File: config.mk
export PLATFORM = sky130hd
export DESIGN_NAME = layered_blur_param_tweener_flat
export DESIGN_NICKNAME = d
export VERILOG_FILES = /design/src/rtl/core/lbpt_pkg.sv /design/src/rtl/core/lbpt_if.sv /design/src/rtl/core/lbpt_front.sv /design/src/rtl/core/lbpt_back.sv /design/src/rtl/core/layered_blur_param_tweener.sv /design/src/flat_wrapper.sv
export SDC_FILE = /design/constraint.sdc
export NUM_CORES = 2
export LEC_CHECK = 0
export BUFFER_PORTS_ARGS = -buffer_cell sky130_fd_sc_hd__buf_2
export CORE_MARGIN = 2
export CORE_UTILIZATION = 55
export CTS_BUF_LIST = sky130_fd_sc_hd__clkbuf_8
export DETAILED_ROUTE_END_ITERATION = 10
export PLACE_DENSITY = 0.78
export SYNTH_ARGS = -nofsm -noshare
export SYNTH_HDL_FRONTEND = slang
export SYNTH_SLANG_ARGS = --single-unit
File: constraint.sdc
create_clock -name clk -period 15.5 [get_ports clk]
set_clock_uncertainty 0.05 [all_clocks]
set_input_delay 3.1 -clock clk [delete_from_list [all_inputs] [get_ports clk]]
set_output_delay 3.1 -clock clk [all_outputs]
set_load 0.005 [all_outputs]
File: src/rtl/core/lbpt_pkg.sv
// shared types, constants and helper functions of the layered blur tweener
package lbpt_pkg;

	localparam int LAYER_BITS  = 4;
	localparam int LAYERS      = 1 << LAYER_BITS;
	localparam int PROP_BITS   = 16;
	localparam int FIELD_W     = 16;
	localparam int LAYER_W     = 4;
	localparam int TIME_W      = 32;
	localparam int FRAC_BITS   = 16;
	localparam int STEP_W      = $clog2(FRAC_BITS);
	localparam int NPROPS      = 6;
	localparam int PIDX_W      = $clog2(NPROPS);
	localparam int CFG_IDX_W   = 3;
	localparam int QUEUE_DEPTH = 2;
	localparam int QPTR_W      = $clog2(QUEUE_DEPTH);
	localparam int QCNT_W      = $clog2(QUEUE_DEPTH + 1);
	localparam int DIFF_W      = ((PROP_BITS > FIELD_W) ? PROP_BITS : FIELD_W) + 1;
	localparam int PROD_W      = DIFF_W + FRAC_BITS + 1;
	localparam int WIDE_W      = PROD_W + 1;
	localparam int ACC_W       = PROP_BITS + LAYER_BITS + 3;

	typedef enum logic {
		OP_START = 1'b0,
		OP_TICK  = 1'b1
	} op_t;

	typedef enum logic [CFG_IDX_W-1:0] {
		REG_TOP_ALPHA    = 3'd0,
		REG_BOTTOM_ALPHA = 3'd1,
		REG_SCALE_X      = 3'd2,
		REG_SCALE_Y      = 3'd3,
		REG_SHIFT_X      = 3'd4,
		REG_SHIFT_Y      = 3'd5
	} reg_idx_t;

	typedef logic signed [PROP_BITS-1:0] prop_t;
	typedef logic signed [FIELD_W-1:0]   field_t;
	typedef logic signed [WIDE_W-1:0]    wide_t;
	typedef logic signed [ACC_W-1:0]     acc_t;

	typedef struct packed {
		op_t               op;
		logic [TIME_W-1:0] now;
		logic [TIME_W-1:0] duration;
	} item_t;

	localparam wide_t PROP_MAX  = wide_t'({1'b0, {(PROP_BITS-1){1'b1}}});
	localparam wide_t PROP_MIN  = -PROP_MAX - wide_t'(1);
	localparam wide_t SCALE_ONE = wide_t'(256);
	localparam acc_t  ACC_ONE   = acc_t'(256);

	localparam field_t TARGET_RESET [NPROPS] = '{
		field_t'(0), field_t'(0), field_t'(256), field_t'(256), field_t'(0), field_t'(0)
	};

	function automatic prop_t sat_prop(input wide_t v);
		prop_t r;
		if (v > PROP_MAX) begin
			r = PROP_MAX[PROP_BITS-1:0];
		end else if (v < PROP_MIN) begin
			r = PROP_MIN[PROP_BITS-1:0];
		end else begin
			r = v[PROP_BITS-1:0];
		end
		return r;
	endfunction

	function automatic wide_t widen(input prop_t v);
		return WIDE_W'(v);
	endfunction

	function automatic field_t to_field(input prop_t v);
		return FIELD_W'(v);
	endfunction

endpackage

File: src/rtl/core/lbpt_if.sv
// channel interfaces: input items and layer results
interface lbpt_item_if;
	import lbpt_pkg::*;

	logic              valid;
	logic              ready;
	logic              operation;
	logic [TIME_W-1:0] now;
	logic [TIME_W-1:0] duration;

	modport source (output valid, output operation, output now, output duration, input ready);
	modport sink (input valid, input operation, input now, input duration, output ready);
endinterface

interface lbpt_layer_if;
	import lbpt_pkg::*;

	logic               valid;
	logic               ready;
	logic [LAYER_W-1:0] layer;
	field_t             pos_x;
	field_t             pos_y;
	field_t             scale_x;
	field_t             scale_y;
	field_t             alpha;
	logic               last;

	modport source (output valid, output layer, output pos_x, output pos_y, output scale_x,
		output scale_y, output alpha, output last, input ready);
	modport sink (input valid, input layer, input pos_x, input pos_y, input scale_x,
		input scale_y, input alpha, input last, output ready);
endinterface

File: src/rtl/core/lbpt_front.sv
// front end: accepts input words and queues them for the back end
module lbpt_front (
	input  logic               clk,
	input  logic               arst_n,
	lbpt_item_if.sink          items,
	output lbpt_pkg::item_t    q_item,
	output logic               q_valid,
	input  logic               q_pop
);
	import lbpt_pkg::*;

	item_t             buf_q [QUEUE_DEPTH];
	logic [QPTR_W-1:0] wr_q;
	logic [QPTR_W-1:0] rd_q;
	logic [QCNT_W-1:0] cnt_q;
	logic              push;
	item_t             word;

	assign items.ready = (cnt_q != QCNT_W'(QUEUE_DEPTH));
	assign push        = items.valid && items.ready;
	assign q_valid     = (cnt_q != '0);
	assign q_item      = buf_q[rd_q];

	always_comb begin
		word.op       = op_t'(items.operation);
		word.now      = items.now;
		word.duration = items.duration;
	end

	always_ff @(posedge clk or negedge arst_n) begin
		if (!arst_n) begin
			wr_q  <= '0;
			rd_q  <= '0;
			cnt_q <= '0;
		end else begin
			if (push) begin
				wr_q <= wr_q + QPTR_W'(1);
			end
			if (q_pop) begin
				rd_q <= rd_q + QPTR_W'(1);
			end
			if (push && !q_pop) begin
				cnt_q <= cnt_q + QCNT_W'(1);
			end else if (!push && q_pop) begin
				cnt_q <= cnt_q - QCNT_W'(1);
			end
		end
	end

	always_ff @(posedge clk) begin
		if (push) begin
			buf_q[wr_q] <= word;
		end
	end

endmodule

File: src/rtl/core/lbpt_back.sv
// back end: time fraction divider, property update and layer emission
module lbpt_back (
	input  logic                           clk,
	input  logic                           arst_n,
	input  logic                           cfg_we,
	input  logic [lbpt_pkg::CFG_IDX_W-1:0] cfg_idx,
	input  logic [lbpt_pkg::FIELD_W-1:0]   cfg_data,
	input  lbpt_pkg::item_t                q_item,
	input  logic                           q_valid,
	output logic                           q_pop,
	lbpt_layer_if.source                   layers
);
	import lbpt_pkg::*;

	typedef enum logic [4:0] {
		S_IDLE = 5'b00001,
		S_DIV  = 5'b00010,
		S_MUL  = 5'b00100,
		S_ADD  = 5'b01000,
		S_EMIT = 5'b10000
	} state_t;

	state_t                 state_q;
	field_t                 target_q [NPROPS];
	prop_t                  cur_q [NPROPS];
	logic [TIME_W-1:0]      rem_q;
	logic [TIME_W-1:0]      prev_q;
	logic [TIME_W-1:0]      elapsed_q;
	logic [TIME_W-1:0]      part_q;
	logic [FRAC_BITS-1:0]   frac_q;
	logic [STEP_W-1:0]      step_q;
	logic [PIDX_W-1:0]      k_q;
	logic signed [PROD_W-1:0] prod_q;
	logic [LAYER_BITS-1:0]  layer_q;
	acc_t                   acc_x_q, acc_y_q, acc_sx_q, acc_sy_q, acc_b_q;
	logic                   out_valid_q;
	logic [LAYER_W-1:0]     o_layer_q;
	field_t                 o_px_q, o_py_q, o_sx_q, o_sy_q, o_al_q;
	logic                   o_last_q;

	logic [TIME_W-1:0]      elapsed_c;
	logic [TIME_W:0]        shifted;
	logic                   ge;
	logic [TIME_W:0]        part_next;
	logic signed [DIFF_W-1:0] diff;
	logic signed [PROD_W-1:0] prod_c;
	logic                   load;
	logic                   is_last;
	logic                   enter_emit;
	acc_t                   d_x, d_y, d_sx, d_sy, d_b;
	prop_t                  px, py, sx, sy, blend, al;

	assign q_pop     = (state_q == S_IDLE) && q_valid;
	assign elapsed_c = q_item.now - prev_q;

	// one quotient bit per cycle; partial remainder always below the divisor
	assign shifted   = {part_q, 1'b0};
	assign ge        = (shifted >= {1'b0, rem_q});
	assign part_next = ge ? (shifted - {1'b0, rem_q}) : shifted;

	assign diff   = DIFF_W'(target_q[k_q]) - DIFF_W'(cur_q[k_q]);
	assign prod_c = diff * $signed({1'b0, frac_q});

	assign load    = (state_q == S_EMIT) && (!out_valid_q || layers.ready);
	assign is_last = (layer_q == LAYER_BITS'(LAYERS - 1));

	// entering emission from a snap or after the last property update
	assign enter_emit = (q_pop && (q_item.op == OP_TICK) && !(elapsed_c < rem_q))
		|| ((state_q == S_ADD) && (k_q == PIDX_W'(NPROPS - 1)));

	// per-layer step of each ramp, accumulated so that acc holds step * layer
	assign d_x  = ACC_W'(cur_q[REG_SHIFT_X]);
	assign d_y  = ACC_W'(cur_q[REG_SHIFT_Y]);
	assign d_sx = ACC_W'(cur_q[REG_SCALE_X]) - ACC_ONE;
	assign d_sy = ACC_W'(cur_q[REG_SCALE_Y]) - ACC_ONE;
	assign d_b  = ACC_W'(cur_q[REG_BOTTOM_ALPHA]) - ACC_W'(cur_q[REG_TOP_ALPHA]);

	assign px    = sat_prop(WIDE_W'(acc_x_q >>> LAYER_BITS));
	assign py    = sat_prop(WIDE_W'(acc_y_q >>> LAYER_BITS));
	assign sx    = sat_prop(WIDE_W'(acc_sx_q >>> LAYER_BITS) + SCALE_ONE);
	assign sy    = sat_prop(WIDE_W'(acc_sy_q >>> LAYER_BITS) + SCALE_ONE);
	assign blend = sat_prop(widen(cur_q[REG_TOP_ALPHA]) + WIDE_W'(acc_b_q >>> LAYER_BITS));
	assign al    = sat_prop(WIDE_W'(blend >>> LAYER_BITS));

	assign layers.valid   = out_valid_q;
	assign layers.layer   = o_layer_q;
	assign layers.pos_x   = o_px_q;
	assign layers.pos_y   = o_py_q;
	assign layers.scale_x = o_sx_q;
	assign layers.scale_y = o_sy_q;
	assign layers.alpha   = o_al_q;
	assign layers.last    = o_last_q;

	always_ff @(posedge clk or negedge arst_n) begin
		if (!arst_n) begin
			state_q     <= S_IDLE;
			out_valid_q <= 1'b0;
			rem_q       <= '0;
			prev_q      <= '0;
			for (int j = 0; j < NPROPS; j++) begin
				target_q[j] <= TARGET_RESET[j];
				cur_q[j]    <= '0;
			end
		end else begin
			if (cfg_we && (cfg_idx <= CFG_IDX_W'(REG_SHIFT_Y))) begin
				target_q[cfg_idx] <= cfg_data;
			end

			if (load) begin
				out_valid_q <= 1'b1;
			end else if (layers.ready) begin
				out_valid_q <= 1'b0;
			end

			case (state_q)
				S_IDLE: begin
					if (q_pop) begin
						prev_q <= q_item.now;
						if (q_item.op == OP_START) begin
							rem_q <= q_item.duration;
							if (q_item.duration == '0) begin
								for (int j = 0; j < NPROPS; j++) begin
									cur_q[j] <= sat_prop(WIDE_W'(target_q[j]));
								end
							end
						end else if (elapsed_c < rem_q) begin
							state_q <= S_DIV;
						end else begin
							rem_q <= '0;
							for (int j = 0; j < NPROPS; j++) begin
								cur_q[j] <= sat_prop(WIDE_W'(target_q[j]));
							end
							state_q <= S_EMIT;
						end
					end
				end
				S_DIV: begin
					if (step_q == STEP_W'(FRAC_BITS - 1)) begin
						rem_q   <= rem_q - elapsed_q;
						state_q <= S_MUL;
					end
				end
				S_MUL: begin
					state_q <= S_ADD;
				end
				S_ADD: begin
					cur_q[k_q] <= sat_prop(widen(cur_q[k_q]) + WIDE_W'(prod_q >>> FRAC_BITS));
					if (k_q == PIDX_W'(NPROPS - 1)) begin
						state_q <= S_EMIT;
					end else begin
						state_q <= S_MUL;
					end
				end
				S_EMIT: begin
					if (load && is_last) begin
						state_q <= S_IDLE;
					end
				end
				default: begin
					state_q <= S_IDLE;
				end
			endcase
		end
	end

	always_ff @(posedge clk) begin
		if (q_pop) begin
			elapsed_q <= elapsed_c;
			part_q    <= elapsed_c;
			step_q    <= '0;
		end
		if (state_q == S_DIV) begin
			part_q <= part_next[TIME_W-1:0];
			frac_q <= {frac_q[FRAC_BITS-2:0], ge};
			step_q <= step_q + STEP_W'(1);
			k_q    <= '0;
		end
		if (state_q == S_MUL) begin
			prod_q <= prod_c;
		end
		if (state_q == S_ADD) begin
			k_q <= k_q + PIDX_W'(1);
		end
		if (enter_emit) begin
			layer_q  <= '0;
			acc_x_q  <= '0;
			acc_y_q  <= '0;
			acc_sx_q <= '0;
			acc_sy_q <= '0;
			acc_b_q  <= '0;
		end
		if (load) begin
			o_layer_q <= LAYER_W'(layer_q);
			o_px_q    <= to_field(px);
			o_py_q    <= to_field(py);
			o_sx_q    <= to_field(sx);
			o_sy_q    <= to_field(sy);
			o_al_q    <= to_field(al);
			o_last_q  <= is_last;
			layer_q   <= layer_q + LAYER_BITS'(1);
			acc_x_q   <= acc_x_q + d_x;
			acc_y_q   <= acc_y_q + d_y;
			acc_sx_q  <= acc_sx_q + d_sx;
			acc_sy_q  <= acc_sy_q + d_sy;
			acc_b_q   <= acc_b_q + d_b;
		end
	end

`ifndef SYNTHESIS
	a_div_nonzero: assert property (@(posedge clk) disable iff (!arst_n)
		(state_q == S_DIV) |-> (rem_q != '0))
		else $error("divide running with zero divisor");

	a_part_below: assert property (@(posedge clk) disable iff (!arst_n)
		(state_q == S_DIV) |-> (part_q < rem_q))
		else $error("partial remainder not below divisor");

	a_last_done: assert property (@(posedge clk) disable iff (!arst_n)
		(load && is_last) |=> ((state_q == S_IDLE) && out_valid_q && o_last_q))
		else $error("last layer did not end the tick");

	a_no_pop_busy: assert property (@(posedge clk) disable iff (!arst_n)
		((state_q == S_DIV) || (state_q == S_MUL) || (state_q == S_ADD)) |-> !q_pop)
		else $error("word taken from queue while busy");
`endif

endmodule

File: src/rtl/core/layered_blur_param_tweener.sv
// top level: a start item is popped when the back end is idle and is done in its pop cycle
// a dividing tick runs the bit-per-cycle time divider, then each property in turn on the
// shared multiplier, then one layer word per cycle while the output takes them
// a snapping tick skips the divider and the multiplier and goes straight to the layer words
// a 2-word queue accepts items until full while the back end works; output stalls hold emission
// reset clears the queue and output, targets return to their reset values, properties and timer to zero
module layered_blur_param_tweener (
	input  logic                           clk,
	input  logic                           arst_n,
	lbpt_item_if.sink                      items,
	lbpt_layer_if.source                   layers,
	input  logic                           cfg_we,
	input  logic [lbpt_pkg::CFG_IDX_W-1:0] cfg_idx,
	input  logic [lbpt_pkg::FIELD_W-1:0]   cfg_data
);
	import lbpt_pkg::*;

	item_t q_item;
	logic  q_valid;
	logic  q_pop;

	lbpt_front u_front (
		.clk     (clk),
		.arst_n  (arst_n),
		.items   (items),
		.q_item  (q_item),
		.q_valid (q_valid),
		.q_pop   (q_pop)
	);

	lbpt_back u_back (
		.clk      (clk),
		.arst_n   (arst_n),
		.cfg_we   (cfg_we),
		.cfg_idx  (cfg_idx),
		.cfg_data (cfg_data),
		.q_item   (q_item),
		.q_valid  (q_valid),
		.q_pop    (q_pop),
		.layers   (layers)
	);

endmodule

File: src/flat_wrapper.sv
// flat-port wrapper written by rule: the top's interface ports become plain ports
module layered_blur_param_tweener_flat import lbpt_pkg::*;
  (clk, arst_n, cfg_we, cfg_idx, cfg_data, items_valid, items_operation, items_now, items_duration, items_ready, layers_valid, layers_layer, layers_pos_x, layers_pos_y, layers_scale_x, layers_scale_y, layers_alpha, layers_last, layers_ready);
  lbpt_item_if items_i ();
  lbpt_layer_if layers_i ();
  input  logic clk;
  input  logic arst_n;
  input  logic cfg_we;
  input  logic [lbpt_pkg::CFG_IDX_W-1:0] cfg_idx;
  input  logic [lbpt_pkg::FIELD_W-1:0] cfg_data;
  input wire logic [$bits(items_i.valid)-1:0] items_valid;
  input wire logic [$bits(items_i.operation)-1:0] items_operation;
  input wire logic [$bits(items_i.now)-1:0] items_now;
  input wire logic [$bits(items_i.duration)-1:0] items_duration;
  output wire logic [$bits(items_i.ready)-1:0] items_ready;
  output wire logic [$bits(layers_i.valid)-1:0] layers_valid;
  output wire logic [$bits(layers_i.layer)-1:0] layers_layer;
  output wire logic [$bits(layers_i.pos_x)-1:0] layers_pos_x;
  output wire logic [$bits(layers_i.pos_y)-1:0] layers_pos_y;
  output wire logic [$bits(layers_i.scale_x)-1:0] layers_scale_x;
  output wire logic [$bits(layers_i.scale_y)-1:0] layers_scale_y;
  output wire logic [$bits(layers_i.alpha)-1:0] layers_alpha;
  output wire logic [$bits(layers_i.last)-1:0] layers_last;
  input wire logic [$bits(layers_i.ready)-1:0] layers_ready;
  assign items_i.valid = items_valid;
  assign items_i.operation = items_operation;
  assign items_i.now = items_now;
  assign items_i.duration = items_duration;
  assign items_ready = items_i.ready;
  assign layers_valid = layers_i.valid;
  assign layers_layer = layers_i.layer;
  assign layers_pos_x = layers_i.pos_x;
  assign layers_pos_y = layers_i.pos_y;
  assign layers_scale_x = layers_i.scale_x;
  assign layers_scale_y = layers_i.scale_y;
  assign layers_alpha = layers_i.alpha;
  assign layers_last = layers_i.last;
  assign layers_i.ready = layers_ready;
  layered_blur_param_tweener u_core (.clk(clk), .arst_n(arst_n), .items(items_i), .layers(layers_i), .cfg_we(cfg_we), .cfg_idx(cfg_idx), .cfg_data(cfg_data));
endmodule
Word-level counts from Yosys, hierarchy flattened
Memories as Yosys holds them, arrays and structs flattened.
Index checks and enable logic that the tools add are counted.
Word-level totals
  logic and storage cells: 216
  input bits: 89
  output and inout port bits: 87
  bits in registers: 591
  bits in writable memories: 130
  memories: 1
Operators by class
  eq/ne operators: 15
  multipliers: 1
  bitwise operators: 2
  reduce and logical (&&, ||, !) cells: 31
  multiplexer cells: 72
  add/sub/neg operators: 23
  magnitude comparators: 33
Memory list
  u_core.u_front.buf_q: words 2, width 65, rd ports 1, clocked after Yosys merged registers in 0, wr ports 1, RTL line lbpt_front.sv:12  | item_t buf_q [QUEUE_DEPTH];
Operator list (count)
  $mux 16: 28
  $mux 96: 4
  $mux 32: 7
  $bwmux 96: 2
  $pmux 96 s2: 1
  $mux 23: 6
  $bmux 16 s3: 2
  $demux 16 s3: 2
  $gt 16x16->1 const B: 6
  $lt 16x16->1 const B: 6
  $sub 32x32->32: 3
  $add 23x17->23: 3
  $pmux 32 s2: 1
  $gt 20x16->1 const B: 3
  $lt 20x16->1 const B: 3
  $gt 19x16->1 const B: 3
  $lt 19x16->1 const B: 3
  $add 23x16->23: 2
  $add 19x10->20 const B: 2
  $mul 17x17->34: 1
  $sub 16x10->17 const B: 2
  $sub 16x16->17: 2
  $ge 33x32->1: 1
  $logic_not 32->1: 1
  37 further kinds: 83

Longest topological paths before layout
  depth after elaboration: 11
  gate-level depth with buffers: 43
  depth with buffers taken out: 40

Cells and area by module
From an unflattened synthesis, not the netlist that was laid out.
Unflattened totals
  cell total of the unflattened synthesis: 5146
  area, all modules: 52536.6 µm²
By module, submodules not included
  lbpt_back: area each 47490.5 µm², sequential area each 15748.9 µm², cells an instance 4926, instances 1
  lbpt_front: area each 5046.1 µm², sequential area each 4003.8 µm², cells an instance 220, instances 1

Worst setup path after synthesis
No wires, ideal clock.
  path type: flip-flop to flip-flop
  start: reg u_core.u_back.k_q[0]
  end: reg u_core.u_back.prod_q[33], data pin
  period minus slack after synthesis: 9.809 ns
  arrival: 9.499 ns
  setup slack: 5.691 ns
  library setup time: 0.260 ns
  data required time: 15.190 ns
  cell stages (with the launch flop): 40
  buffers on the path: 4
  cell sequence: edfxtp_1 clkbuf_1 buf_1 clkbuf_1 o21ai_0 a221oi_1 inv_1 fa_1 nor2b_1 o21ai_0 a21boi_1 o21ai_0 a21boi_0 o21ai_0 a21oi_1 o211ai_1 a22o_1 clkbuf_1 (+4 left out) fa_1 inv_1 fa_1 fa_1 inv_1 fa_1 inv_1 ha_1 and4_1 nand4_1 o31a_1 nand3_2 a22o_1 o41ai_4 o21ai_2 a2111oi_2 o31a_1 xnor2_1
On the way
  longest elaborated chain between the ends: 6
  elaborated cells between the ends (all ways): 9
  those cells by class: 1 x add/sub; 1 x mul; 6 x mux; 1 x bitwise
RTL lines
  start: declaration: RTL line lbpt_back.sv:32  | logic [PIDX_W-1:0] k_q;
  start signal: assignment: RTL line lbpt_back.sv:182  | k_q <= k_q + PIDX_W'(1);
  $not 3->4 (not written as such) *: RTL line lbpt_back.sv:61  | assign diff = DIFF_W'(target_q[k_q]) - DIFF_W'(cur_q[k_q]);
  $bmux 16 s3: RTL line lbpt_back.sv:61
  $mux 16 (not written as such) (2 in series): RTL line lbpt_back.sv:61
  $sub 16x16->17 *: RTL line lbpt_back.sv:61
  $mul 17x17->34 *: RTL line lbpt_back.sv:62  | assign prod_c = diff * $signed({1'b0, frac_q});
  net u_core.u_back.prod_c[33]: RTL line lbpt_back.sv:46  | logic signed [PROD_W-1:0] prod_c;
  end signal: assignment: RTL line lbpt_back.sv:179  | prod_q <= prod_c;
  end: declaration: RTL line lbpt_back.sv:33  | logic signed [PROD_W-1:0] prod_q;
Mark *: on every way through the listed nets, which the timed path passes. The rest lies on a longest branch. The select of a mux whose other input is x is not followed.
A chain may end at the register's enable or synchronous reset.

Worst setup path in the final report
  start: reg u_core.u_back.k_q[2]
  end: reg u_core.u_back.prod_q[33], data pin
Same word-level chain as after synthesis.

==> impl_results.md <==
* Initial drt markers at between 3,000 and 4,000
* Starting Density at between 50% and 60%
* CTS hold repair buffers at 0
* Asr flop ratio synth at between 30% and 40%
* Post-synthesis sequential element count at approximately 700
* Post-CTS sizing at 0
* Nets at between 6,000 and 7,000
* Final cycle utilization of the critical path at between 70% and 80%
* GP Congestion at 1.00
* Clock tree buffer depth at 3
* Grt ovf at 0
* Sequential share of the synthesized area at a little under two fifths
* Fmax at 0.0867 GHz
* Slew Limit Fails at 0
* WL/cell at 20.9 µm
* CTS clock-pin slew for the worst setup and hold paths at 0.07 ns
* RSZ-0062 raised after global routing: false
* Worst-Margin Slew at about 1.2 ns
* Row count at roughly 110
* Mapped Cells at 5,286
* Vias at a little over 40,000
* Initial antenna violation count at 9
* Syn Area/Cell at a little over 10 µm²
* Slew HR at about 18%
* Crit-path max cell delay at 0.71 ns
* Crit-path slowest cell: xnor2_2
* Cell area after synthesis at 53,200 µm²
* Largest net degree at the start of global routing at between 100 and 150
* GRT Total Usage at between 20% and 30%
* CP Capture Type: flop
* Clock Sinks at between 700 and 800
* Fill cells at approximately 8,000
* Worst-Skew Late Latency at roughly 0.83 ns
* Post-route ant nets at 0
* Vias in the first global route at 40,673
* Total of max-cap violations at 0
* Multi-input logic area at around 30,000 µm²
* HPWL reported at the end of detailed placement at between 100,000 and 150,000 µm
* Fin crit period at about 12 ns
* DRC viols at 0
* Number of buffers added on ports at 175
* First-pass GRT wire length at 224,000 µm
* Setup Viol. Count Final at 0
* Hold Vio Cnt, Final at 0
* Die ar. at between 90,000 and 100,000 µm²
* Post-CTS Setup Inserts at 0
* DRT Pass-1 Iters at 6
* Min-Delay Path Class: flop to flop
* Synth warn at 0
* Core area at 96,300 µm²
* Ports at 176
* Die X at around 320 µm
* Most used cell, CP: fa_1
* Netlist cell types at between 90 and 100
* Final wirelength at roughly 140,000 µm
* Layout area overhead at 8.61%
* Synth Flop Type: edfxtp_1
* Max FO, Critical Path at 24
* Crit path arrival time at roughly 12 ns
* Number of synthesized flops with an enable pin at approximately 440
* Storage cell area at 19,800 µm²
* Status: finished, final reports clean
* Htree depth at 3
* Worst Path Buf+Inv at 5
* Crit-path leading delay family: adder cells
* Worst setup SP type: flop
* Total clock buffers created by CTS at around 120
* Final TNS setup at 0 ns
* Vias per inst at around 6
* Critical path required time at around 16 ns
* TritonCTS clock tree: done
* Synthesized Nets at around 6,000
* Root Buffer Master: clkbuf_8
* Die Height at 315 µm
* Layout cells sized above 1 at between 10% and 20%
* Critical setup path kind: flop to flop
* Reg2Reg Setup Slack at ~4.0 ns
## path summary, 6_finish.rpt
check / startpoint / end / cells past startpoint
setup / recovery: u_core.u_back.k_q[2]$_SDFFCE_PN0P_ / u_core.u_back.prod_q[33]$_DFFE_PP_ / 38
hold / removal: u_core.u_back.cur_q[46]$_DFFE_PN0P_ / u_core.u_back.cur_q[46]$_DFFE_PN0P_ / 2
setup reg to reg: u_core.u_back.k_q[2]$_SDFFCE_PN0P_ / u_core.u_back.prod_q[33]$_DFFE_PP_ / 38
hold reg to reg: u_core.u_back.cur_q[46]$_DFFE_PN0P_ / u_core.u_back.cur_q[46]$_DFFE_PN0P_ / 2
max in group asynchronous: arst_n / u_core.u_back.cur_q[83]$_DFFE_PN0P_ / 2
min in group asynchronous: arst_n / u_core.u_back.target_q[90]$_DFFE_PN0P_ / 1
## worst min-delay path: cells and delay by family (launching register included)
kind / cells / cell delay [ns]
DFF: 1 / 0.35
AOI/OAI and AO/OA: 2 / 0.11
## layout make-up
class	instances	share of cell area, %
flip-flops and latches	702	34.2
clock buffers	131	3.12
multi-input cells	3684	52.0
repair buffers	226	2.20
clock inverters	92	1.04
inverters	713	4.64
diodes	4	0.0173
well taps	1276	2.76
## synthesized netlist by cell type, types with 23 or more instances
library cell,number,share of area [%]
o211ai_1,37,0.52
edfxtp_1,436,25
inv_1,710,5.0
nor3_1,103,0.97
nor2_1,283,2.0
clkbuf_1,132,0.93
a221oi_1,26,0.43
a22oi_1,35,0.49
nor2b_1,66,0.78
a31oi_1,23,0.27
ha_1,428,10
nand2_1,414,2.9
and3_1,36,0.42
o21ai_0,227,2.1
xnor2_1,161,2.7
xor2_1,89,1.5
a21oi_1,275,2.6
a211oi_1,45,0.63
mux2i_1,56,1.1
a32oi_1,36,0.59
nand2b_1,45,0.53
dfrtp_1,263,12
nand4_1,53,0.62
nand3_1,172,1.6
fa_1,303,11
a21o_1,100,1.4
o21a_1,91,1.3
mux2_2,129,2.7
and2_1,139,1.6
## cell usage in the layout, fill, tap and decap left out, types with 158 or more instances in the layout
cell	count
ha_1	428
fa_1	303
inv_1	752
buf_2	174
edfxtp_1	436
o21ai_0	227
a21oi_1	275
xnor2_1	158
nand2_1	414
dfrtp_1	262
nand3_1	172
nor2_1	282
## sequential cells by signal (all words and copies together) (netlist names), 32 cells and up
name / cells
u_core.u_front.buf_q: 130
u_core.u_back.cur_q: 96
u_core.u_back.target_q: 96
u_core.u_back.elapsed_q: 32
u_core.u_back.part_q: 32
u_core.u_back.prev_q: 32
u_core.u_back.rem_q: 32
## routing by layer
layer,part of all wire [%],up-vias,global-route usage [%]
li1,-,18713,-
met1,41,19934,38.2
met2,46,1702,46.7
met3,8.3,392,5.52
met4,4.5,10,12.3
met5,0.046,-,0
## metrics by stage
stage	cell area, µm²	hold slack, ns	instances	utilization (%)	setup WS [ns]
floorplan	53200	0.374	5286	-	5.69
global placement	55400	0.429	6601	57.5	4.23
detailed placement	55400	0.433	6601	57.5	3.86
CTS	57800	0.449	6824	60.0	3.80
global route	57800	0.455	6826	60.0	3.25
finish	57800	0.452	6828	60.0	3.97
## cells by family (layout without fill, tap and decap cells)
family | count (synthesis) | count (layout) | synth area share, %
simple gates | 1409 | 1409 | 12.8
compound gates | 1099 | 1099 | 13.7
buf+inv | 900 | 1162 | 6.56
fa+ha+maj | 732 | 732 | 21.5
flops | 702 | 702 | 37.1
xor+xnor | 250 | 250 | 4.12
mux | 194 | 194 | 4.16
other cells | 0 | 4 | 0
Power is not shown: default switching activity piles up to over one toggle a cycle in this logic, so the estimate is an artifact.
